<file path="src/rtl/sli_pkg.sv">
// ============================================================================
// sli_pkg: shared types for the sorted list insert/remove block
// Status and action codes, and the control group broadcast to the cells.
// ============================================================================
package sli_pkg;

    typedef enum logic [1:0] {
        ST_DONE      = 2'd0,
        ST_NOT_FOUND = 2'd1,
        ST_FULL      = 2'd2
    } status_t;

    typedef enum logic {
        ACT_INSERT = 1'b0,
        ACT_REMOVE = 1'b1
    } action_t;

    typedef struct packed {
        logic upd;   // store changes this cycle
        logic rmv;   // shift towards the head (remove) instead of away
    } cell_ctrl_t;

endpackage

</file>
<file path="src/rtl/sli_if.sv">
// ============================================================================
// sli_if: request and result channels of the sorted list block
// Valid/ready channels; a transfer happens when valid and ready are both high.
// ============================================================================
interface sli_in_if;
    logic               valid;
    logic               ready;
    logic               action;
    logic signed [31:0] value;

    modport source (output valid, output action, output value, input ready);
    modport sink   (input valid, input action, input value, output ready);
endinterface

interface sli_out_if;
    logic               valid;
    logic               ready;
    logic [1:0]         status;
    logic [4:0]         count;
    logic               head_valid;
    logic signed [31:0] head_value;

    modport source (output valid, output status, output count, output head_valid,
                    output head_value, input ready);
    modport sink   (input valid, input status, input count, input head_valid,
                    input head_value, output ready);
endinterface

</file>
<file path="src/rtl/sorted_list_insert_remove.sv">
// ============================================================================
// sorted_list_insert_remove: bounded ascending store with insert and remove
// Row of compare-and-shift cells keeping signed items in sorted order.
// ============================================================================
// Usage:
//   req carries action (0 insert, 1 remove one copy) and a signed value.
//   rsp returns one result per request: status (done, not found, full),
//   the count held afterwards and the smallest item held (zero if empty).
//   Every cell compares itself with the request value in parallel and
//   shifts one place, so a request is completed in the cycle it is taken;
//   its result appears on rsp in the next cycle from an output register.
//   Throughput is one request per cycle while rsp is not stalled.
//   Inserting when full or removing an absent value leaves the store unchanged.
//   Reset empties the store (count zero); slot contents are not cleared.
//   While rsp is stalled with a result held, req.ready is low; a new
//   request is taken in the same cycle that the held result is taken.
// ============================================================================
module sorted_list_insert_remove #(
    parameter int CAPACITY  = 16,
    parameter int ITEM_BITS = 32
) (
    input  logic          clk,
    input  logic          rst_n,
    sli_in_if.sink        req,
    sli_out_if.source     rsp
);
    import sli_pkg::*;

    localparam int CNT_W = $clog2(CAPACITY + 1);

    logic [ITEM_BITS-1:0] item_q    [CAPACITY];
    logic [ITEM_BITS-1:0] item_nq   [CAPACITY];
    logic [CAPACITY-1:0]  lt_vec;
    logic [CAPACITY-1:0]  eq_vec;

    logic [63:0]          val_wide;
    logic [ITEM_BITS-1:0] val;
    logic                 accept;
    logic                 rmv;
    logic                 full;
    logic                 found;
    cell_ctrl_t           ctrl;

    logic [CNT_W-1:0]     count_reg;
    logic [CNT_W-1:0]     count_next;
    logic                 out_valid_reg;
    logic                 out_valid_next;
    status_t              status_reg;
    status_t              status_next;
    logic [4:0]           count_out_reg;
    logic [4:0]           count_out_next;
    logic                 head_valid_reg;
    logic                 head_valid_next;
    logic [31:0]          head_value_reg;
    logic [31:0]          head_value_next;
    logic [31:0]          count_wide;
    logic [63:0]          head_wide;

    assign val_wide = 64'(req.value);
    assign val      = val_wide[ITEM_BITS-1:0];

    assign req.ready = !out_valid_reg || rsp.ready;
    assign accept    = req.valid && req.ready;
    assign rmv       = (req.action == ACT_REMOVE);
    assign full      = (count_reg == CNT_W'(CAPACITY));
    assign found     = |eq_vec;

    assign ctrl.rmv = rmv;
    assign ctrl.upd = accept && (rmv ? found : !full);

    genvar gi;
    generate
        for (gi = 0; gi < CAPACITY; gi++)
        begin : g_cell
            logic [ITEM_BITS-1:0] prev_item;
            logic                 prev_lt;
            logic [ITEM_BITS-1:0] next_item;

            if (gi == 0)
            begin : g_first
                assign prev_item = val;
                assign prev_lt   = 1'b1;
            end
            else
            begin : g_mid
                assign prev_item = item_q[gi-1];
                assign prev_lt   = lt_vec[gi-1];
            end

            if (gi == CAPACITY - 1)
            begin : g_last
                assign next_item = item_q[gi];
            end
            else
            begin : g_body
                assign next_item = item_q[gi+1];
            end

            sli_cell #(
                .ITEM_BITS (ITEM_BITS),
                .CNT_W     (CNT_W),
                .IDX       (gi)
            ) u_cell (
                .clk       (clk),
                .ctrl      (ctrl),
                .val       (val),
                .count     (count_reg),
                .prev_item (prev_item),
                .prev_lt   (prev_lt),
                .next_item (next_item),
                .item      (item_q[gi]),
                .item_nxt  (item_nq[gi]),
                .lt        (lt_vec[gi]),
                .eq        (eq_vec[gi])
            );
        end
    endgenerate

    always_comb
    begin
        if (!ctrl.upd)
        begin
            count_next = count_reg;
        end
        else if (rmv)
        begin
            count_next = count_reg - CNT_W'(1);
        end
        else
        begin
            count_next = count_reg + CNT_W'(1);
        end
    end

    always_comb
    begin
        if (rmv && !found)
        begin
            status_next = ST_NOT_FOUND;
        end
        else if (!rmv && full)
        begin
            status_next = ST_FULL;
        end
        else
        begin
            status_next = ST_DONE;
        end
    end

    assign count_wide      = 32'(count_next);
    assign head_wide       = 64'($signed(item_nq[0]));
    assign count_out_next  = count_wide[4:0];
    assign head_valid_next = (count_next != '0);
    assign head_value_next = head_valid_next ? head_wide[31:0] : 32'd0;
    assign out_valid_next  = accept ? 1'b1 : (out_valid_reg && !rsp.ready);

    always_ff @(posedge clk or negedge rst_n)
    begin
        if (!rst_n)
        begin
            count_reg     <= '0;
            out_valid_reg <= 1'b0;
        end
        else
        begin
            count_reg     <= count_next;
            out_valid_reg <= out_valid_next;
        end
    end

    always_ff @(posedge clk)
    begin
        if (accept)
        begin
            status_reg     <= status_next;
            count_out_reg  <= count_out_next;
            head_valid_reg <= head_valid_next;
            head_value_reg <= head_value_next;
        end
    end

    assign rsp.valid      = out_valid_reg;
    assign rsp.status     = status_reg;
    assign rsp.count      = count_out_reg;
    assign rsp.head_valid = head_valid_reg;
    assign rsp.head_value = head_value_reg;

    // Count never runs past the number of cells.
    a_count_bound: assert property (@(posedge clk) disable iff (!rst_n)
        count_reg <= CNT_W'(CAPACITY))
        else $error("item count exceeds capacity");

    // A failed request leaves the count as it was.
    a_fail_keeps_count: assert property (@(posedge clk) disable iff (!rst_n)
        accept && ((rmv && !found) || (!rmv && full)) |=> count_reg == $past(count_reg))
        else $error("rejected request changed the count");

    // A successful insert grows the store by exactly one.
    a_insert_grows: assert property (@(posedge clk) disable iff (!rst_n)
        accept && !rmv && !full |=> count_reg == $past(count_reg) + CNT_W'(1))
        else $error("insert did not add one item");

    // Result head flag agrees with the reported count.
    a_head_flag: assert property (@(posedge clk) disable iff (!rst_n)
        rsp.valid |-> (rsp.head_valid == (count_reg != '0)))
        else $error("head flag disagrees with count");

endmodule

</file>
<file path="src/rtl/sli_cell.sv">
// ============================================================================
// sli_cell: one slot of the sorted store
// Holds one item, compares it with the request value and takes its own,
// its neighbour's or the request value on each update.
// ============================================================================
module sli_cell #(
    parameter int ITEM_BITS = 32,
    parameter int CNT_W     = 5,
    parameter int IDX       = 0
) (
    input  logic                   clk,
    input  sli_pkg::cell_ctrl_t    ctrl,
    input  logic [ITEM_BITS-1:0]   val,
    input  logic [CNT_W-1:0]       count,
    input  logic [ITEM_BITS-1:0]   prev_item,
    input  logic                   prev_lt,
    input  logic [ITEM_BITS-1:0]   next_item,
    output logic [ITEM_BITS-1:0]   item,
    output logic [ITEM_BITS-1:0]   item_nxt,
    output logic                   lt,
    output logic                   eq
);
    import sli_pkg::*;

    logic [ITEM_BITS-1:0] item_reg;
    logic [ITEM_BITS-1:0] item_next;
    logic                 occupied;

    assign occupied = CNT_W'(IDX) < count;
    assign lt       = occupied && ($signed(item_reg) < $signed(val));
    assign eq       = occupied && (item_reg == val);

    always_comb
    begin
        if (!ctrl.upd || lt)
        begin
            item_next = item_reg;
        end
        else if (ctrl.rmv)
        begin
            item_next = next_item;
        end
        else if (prev_lt)
        begin
            item_next = val;
        end
        else
        begin
            item_next = prev_item;
        end
    end

    always_ff @(posedge clk)
    begin
        item_reg <= item_next;
    end

    assign item     = item_reg;
    assign item_nxt = item_next;

endmodule
</file>
<file path="src/flat_wrapper.sv">
// flat-port wrapper written by rule: the top's interface ports become plain ports
module sorted_list_insert_remove_flat import sli_pkg::*;
#(
    parameter int CAPACITY  = 16,
    parameter int ITEM_BITS = 32
)
  (clk, rst_n, req_valid, req_action, req_value, req_ready, rsp_valid, rsp_status, rsp_count, rsp_head_valid, rsp_head_value, rsp_ready);
  sli_in_if req_i ();
  sli_out_if rsp_i ();
  input  logic clk;
  input  logic rst_n;
  input wire logic [$bits(req_i.valid)-1:0] req_valid;
  input wire logic [$bits(req_i.action)-1:0] req_action;
  input wire logic [$bits(req_i.value)-1:0] req_value;
  output wire logic [$bits(req_i.ready)-1:0] req_ready;
  output wire logic [$bits(rsp_i.valid)-1:0] rsp_valid;
  output wire logic [$bits(rsp_i.status)-1:0] rsp_status;
  output wire logic [$bits(rsp_i.count)-1:0] rsp_count;
  output wire logic [$bits(rsp_i.head_valid)-1:0] rsp_head_valid;
  output wire logic [$bits(rsp_i.head_value)-1:0] rsp_head_value;
  input wire logic [$bits(rsp_i.ready)-1:0] rsp_ready;
  assign req_i.valid = req_valid;
  assign req_i.action = req_action;
  assign req_i.value = req_value;
  assign req_ready = req_i.ready;
  assign rsp_valid = rsp_i.valid;
  assign rsp_status = rsp_i.status;
  assign rsp_count = rsp_i.count;
  assign rsp_head_valid = rsp_i.head_valid;
  assign rsp_head_value = rsp_i.head_value;
  assign rsp_i.ready = rsp_ready;
  sorted_list_insert_remove #(.CAPACITY(CAPACITY), .ITEM_BITS(ITEM_BITS)) u_core (.clk(clk), .rst_n(rst_n), .req(req_i), .rsp(rsp_i));
endmodule
</file>
<file path="config.mk">
export PLATFORM = sky130hd
export DESIGN_NAME = sorted_list_insert_remove_flat
export DESIGN_NICKNAME = d
export VERILOG_FILES = /design/src/rtl/sli_pkg.sv /design/src/rtl/sli_if.sv /design/src/rtl/sorted_list_insert_remove.sv /design/src/rtl/sli_cell.sv /design/src/flat_wrapper.sv
export SDC_FILE = /design/constraint.sdc
export NUM_CORES = 2
export LEC_CHECK = 0
export BUFFER_PORTS_ARGS = -buffer_cell sky130_fd_sc_hd__buf_2
export CORE_MARGIN = 3
export CORE_UTILIZATION = 45
export DETAILED_ROUTE_END_ITERATION = 7
export GPL_TIMING_DRIVEN = 0
export SKIP_CTS_REPAIR_TIMING = 1
export SKIP_LAST_GASP = 1
export SYNTH_ARGS = -nofsm -noshare
export SYNTH_HDL_FRONTEND = slang
export SYNTH_SLANG_ARGS = --single-unit
</file>
<file path="constraint.sdc">
create_clock -name clk -period 6.3 [get_ports clk]
set_clock_uncertainty 0.2 [all_clocks]
set_input_delay 0.63 -clock clk [delete_from_list [all_inputs] [get_ports clk]]
set_output_delay 0.63 -clock clk [all_outputs]
set_load 0.02 [all_outputs]
</file>
==> metrics.md <==
| Metric | Value |
|---|---|
| Netlist cell types | between 70 and 80 |
| WL per Instance | approximately 29 um |
| Post-route cell area | around 43,000 sq um |
| Internal | approximately 8.8 mW |
| Avg Synthesized Cell Area | between 10 and 15 sq um |
| Rows | between 100 and 150 |
| Drt first pass iters | 6 |
| Die width | ~300 um |
| Switching share of power | approximately 37% |
| R2R Path End | u_core.g_cell[3].u_cell.item[5] |
| DP Worst Slack | -0.766 ns |
| CTS H-tree lvls | 3 |
| Most common cell after layout, fill and taps aside | edfxtp_1 |
| Critical Path AT | slightly above 6 ns |
| Largest net degree at the start of global routing | 33 |
| CP Max Fanout | 28 |
| Inst Count DP | slightly below 5,000 |
| Combinational power share | approximately 34% |
| Hold endpoint | u_core.rsp.valid |
| EDFF count, synth | 520 |
| Max reg flops | between 500 and 600 |
| Synth area leader | edfxtp_1 |
| RSZ-0062 raised after global routing | no |
| Critical Path Start Type | primary input |
| Total Nets Final | around 4,300 |
| Net switching power | around 5.2 mW |
| Total placed instance area | 41,100 sq um |
| Crit-path slowest cell | nor3_1 |
| Crit-path most repeated cell | clkbuf_1 |
| Maximum vdd drop | 0.225 mV |
| Asr flop ratio synth | about 1.1% |
| Number of CTS-inserted buffers | 69 |
| Area share of the largest cell type after synthesis | slightly above 40% |
| Final RePlAce weighted congestion | roughly 0.94 |
| Share of cells above drive strength 1 | 8.77% |
| Area grow syn2layout | 11.6% |
| Post-route DRC violation count | 0 |
| CTS max path bufs | 3 |
| Synthesized cell area | 38,800 sq um |
| Core outline area | around 85,000 sq um |
| Slew @ Worst Pin | around 1.4 ns |
| Remaining Overflow, GRT | 0 |
| Max-Cap Viols | 0 |
| Io pins | between 70 and 80 |
| Clock share of power | approximately 29% |
| Hold path depth | 2 |
| Final period utilization | ~97% |
| PwrDens | around 320 nW/um^2 |
| Total track usage | between 30% and 40% |
| Cells after Synth | around 3,600 |
| Most frequent cells in the layout | edfxtp_1, ha_1, nand2_1, a221o_1, o21ai_0 |
| Synth Flop Type | edfxtp_1 |
| Initial DRC Count | 3,567 |
| Slew margin rel. | about 5.6% |
| Crit path cell chain | buf_2, inv_1, ha_1, nand3_1, nor2_1, nand4_1, nor3_1, a2111oi_4, a21o_1, clkbuf_1, clkbuf_1, buf_8, nor2_4, buf_12 |
| Leakage power | between 15 and 20 nW |
| Required time worst endpoint | between 6 and 7 ns |
| FF-to-FF setup slack | between 0.5 and 0.6 ns |
| Worst setup margin | approximately 0.2 ns |
| DR vias/cell | 6.48 |
| CTS tree | done |
| HP Class | in2reg |
| Root buf cell | clkbuf_16 |
| Register area share after synthesis | a little over two fifths |
| Setup Total Neg Slack | 0 ns |
| Status | finished clean |
| Post-DP HPWL | around 110,000 um |
| Max Slew Vio Count | 0 |
| Endpoints failing setup | 0 |
| Launching point of the worst reg2reg path | u_core.count_reg[4] |
| Reg power frac | a little under two fifths |
| Via Count | ~32,000 |
| Drt total wl | approximately 140,000 um |
| Clock transition at path regs | around 0.06 ns |
| Syn. warnings | 0 |
| Clk_lat worst skew | 0.64 ns |
| Number of synthesized register bits | between 500 and 600 |
| Crit path time final | ~6.1 ns |
| Initial antenna violation count | 1 |
| Final hold vios | 0 |
| Largest cells by area after synthesis | edfxtp_1, ha_1, a221o_1 |
| Sink Count | approximately 560 |
| Initial core utilization | a little under half |
| First-pass GRT wire length | between 200,000 and 250,000 um |
| Delay of the slowest cell on the worst path | 1.15 ns |
| Full die area | between 80,000 and 90,000 sq um |
| Peak Freq | 164 MHz |
| Crit. End Element | flop |
| Design Power | around 14 mW |
| Number of global-route vias before repair | between 30,000 and 40,000 |
| Post-Syn Nets | roughly 4,100 |
| Worst reg2reg path depth | 13 |
| Final cell count without fillers | ~5,000 |
| Die height | 300 um |
| PortBufs | 77 |
| Critical path class | in2reg |
| Routed Antenna Nets | 0 |
| Hold_sp | req_valid |
[power groups by stage]
stage               clock (mW)  combinational (mW)  sequential [mW]
floorplan                    0                3.11             5.14
global placement             0                4.50             5.23
detailed placement           0                4.67             5.20
CTS                       4.09                4.69             5.13
global route              4.23                5.21             5.18
finish                    4.07                4.81             5.14
[layer usage]
| metal | GRT usage [%] | share of wire, % | vias to the layer above |
|---|---|---|---|
| met1 | 44.0 | 44 | 15900 |
| met2 | 47.2 | 44 | 1407 |
| met5 | 0 | 0.0092 | - |
| met4 | 12.0 | 4.2 | 2 |
| met3 | 5.08 | 8.4 | 245 |
| li1 | - | - | 14500 |
[through the flow]
step           utilization [%]  hold WS (ns)
6_report                  50.8        0.0128
5_1_grt                   50.8        0.0100
4_1_cts                   50.8        -0.388
3_5_place_dp              48.2         0.257
3_3_place_gp              47.6         0.248
2_1_floorplan                -         0.134
[worst max-delay path, delay by kind of cell]
kind | cells | cell delay (ns)
fa+ha+maj | 1 | 0.57
buf+inv | 6 | 2.38
simple gates | 5 | 1.85
compound gates | 2 | 0.69
[synthesized netlist by cell type, types with 6 or more instances]
| library cell | count |
|---|---|
| a21oi_2 | 30 |
| a21o_1 | 174 |
| ha_1 | 516 |
| nand2_1 | 324 |
| dfxtp_1 | 32 |
| o21a_1 | 34 |
| nand2b_1 | 12 |
| a211oi_1 | 18 |
| a21oi_1 | 158 |
| a221o_1 | 250 |
| or3_1 | 66 |
| nor4_1 | 13 |
| nand4_1 | 125 |
| edfxtp_1 | 520 |
| mux2_2 | 38 |
| o311ai_0 | 7 |
| nor3_1 | 12 |
| inv_1 | 56 |
| o21bai_1 | 7 |
| nand3_1 | 16 |
| nor2b_1 | 37 |
| o21ai_1 | 12 |
| a31oi_1 | 41 |
| buf_1 | 24 |
| o211ai_1 | 13 |
| nor3b_1 | 192 |
| clkbuf_1 | 163 |
| dfrtp_1 | 6 |
| buf_2 | 28 |
| o21ai_0 | 227 |
| mux2i_1 | 166 |
| nor2_1 | 192 |
[how the worst max path moves through the flow]
stage,cells after the start,end,startpoint,slack (ns)
after floorplan,11,u_core.g_cell[6].u_cell.item[0],req_value[21],1.13
after global placement,12,u_core.g_cell[14].u_cell.item[9],req_value[28],-2.73
after detailed placement,14,u_core.g_cell[1].u_cell.item[5],req_value[28],-0.77
after CTS,14,u_core.g_cell[1].u_cell.item[5],req_value[28],-0.14
after global routing,14,u_core.g_cell[9].u_cell.item[20],req_value[30],0.21
final,14,u_core.g_cell[1].u_cell.item[5],req_value[28],0.20
[kinds of logic (layout without fill, tap and decap cells)]
family	after synthesis	count (layout)	synth area share, %
simple gates	1024	1024	14.0
buf+inv	276	497	2.83
other cells	0	1	0
compound gates	1005	1005	18.7
flops	558	558	42.3
mux	205	205	5.42
xor+xnor	5	5	0.132
fa+ha+maj	516	516	16.6
[final cells by class]
type	count	area, sq um
Tap cell	1144	1430
Clock buffer	100	1970
Fill cell	7948	42000
Clock inverter	25	249
Antenna cell	1	2.50
Inverter	57	214
Sequential cell	558	16400
Multi-Input combinational cell	2755	21400
Buffer	219	883
Timing Repair Buffer	96	724
Power figures use the tool's default switching activity.
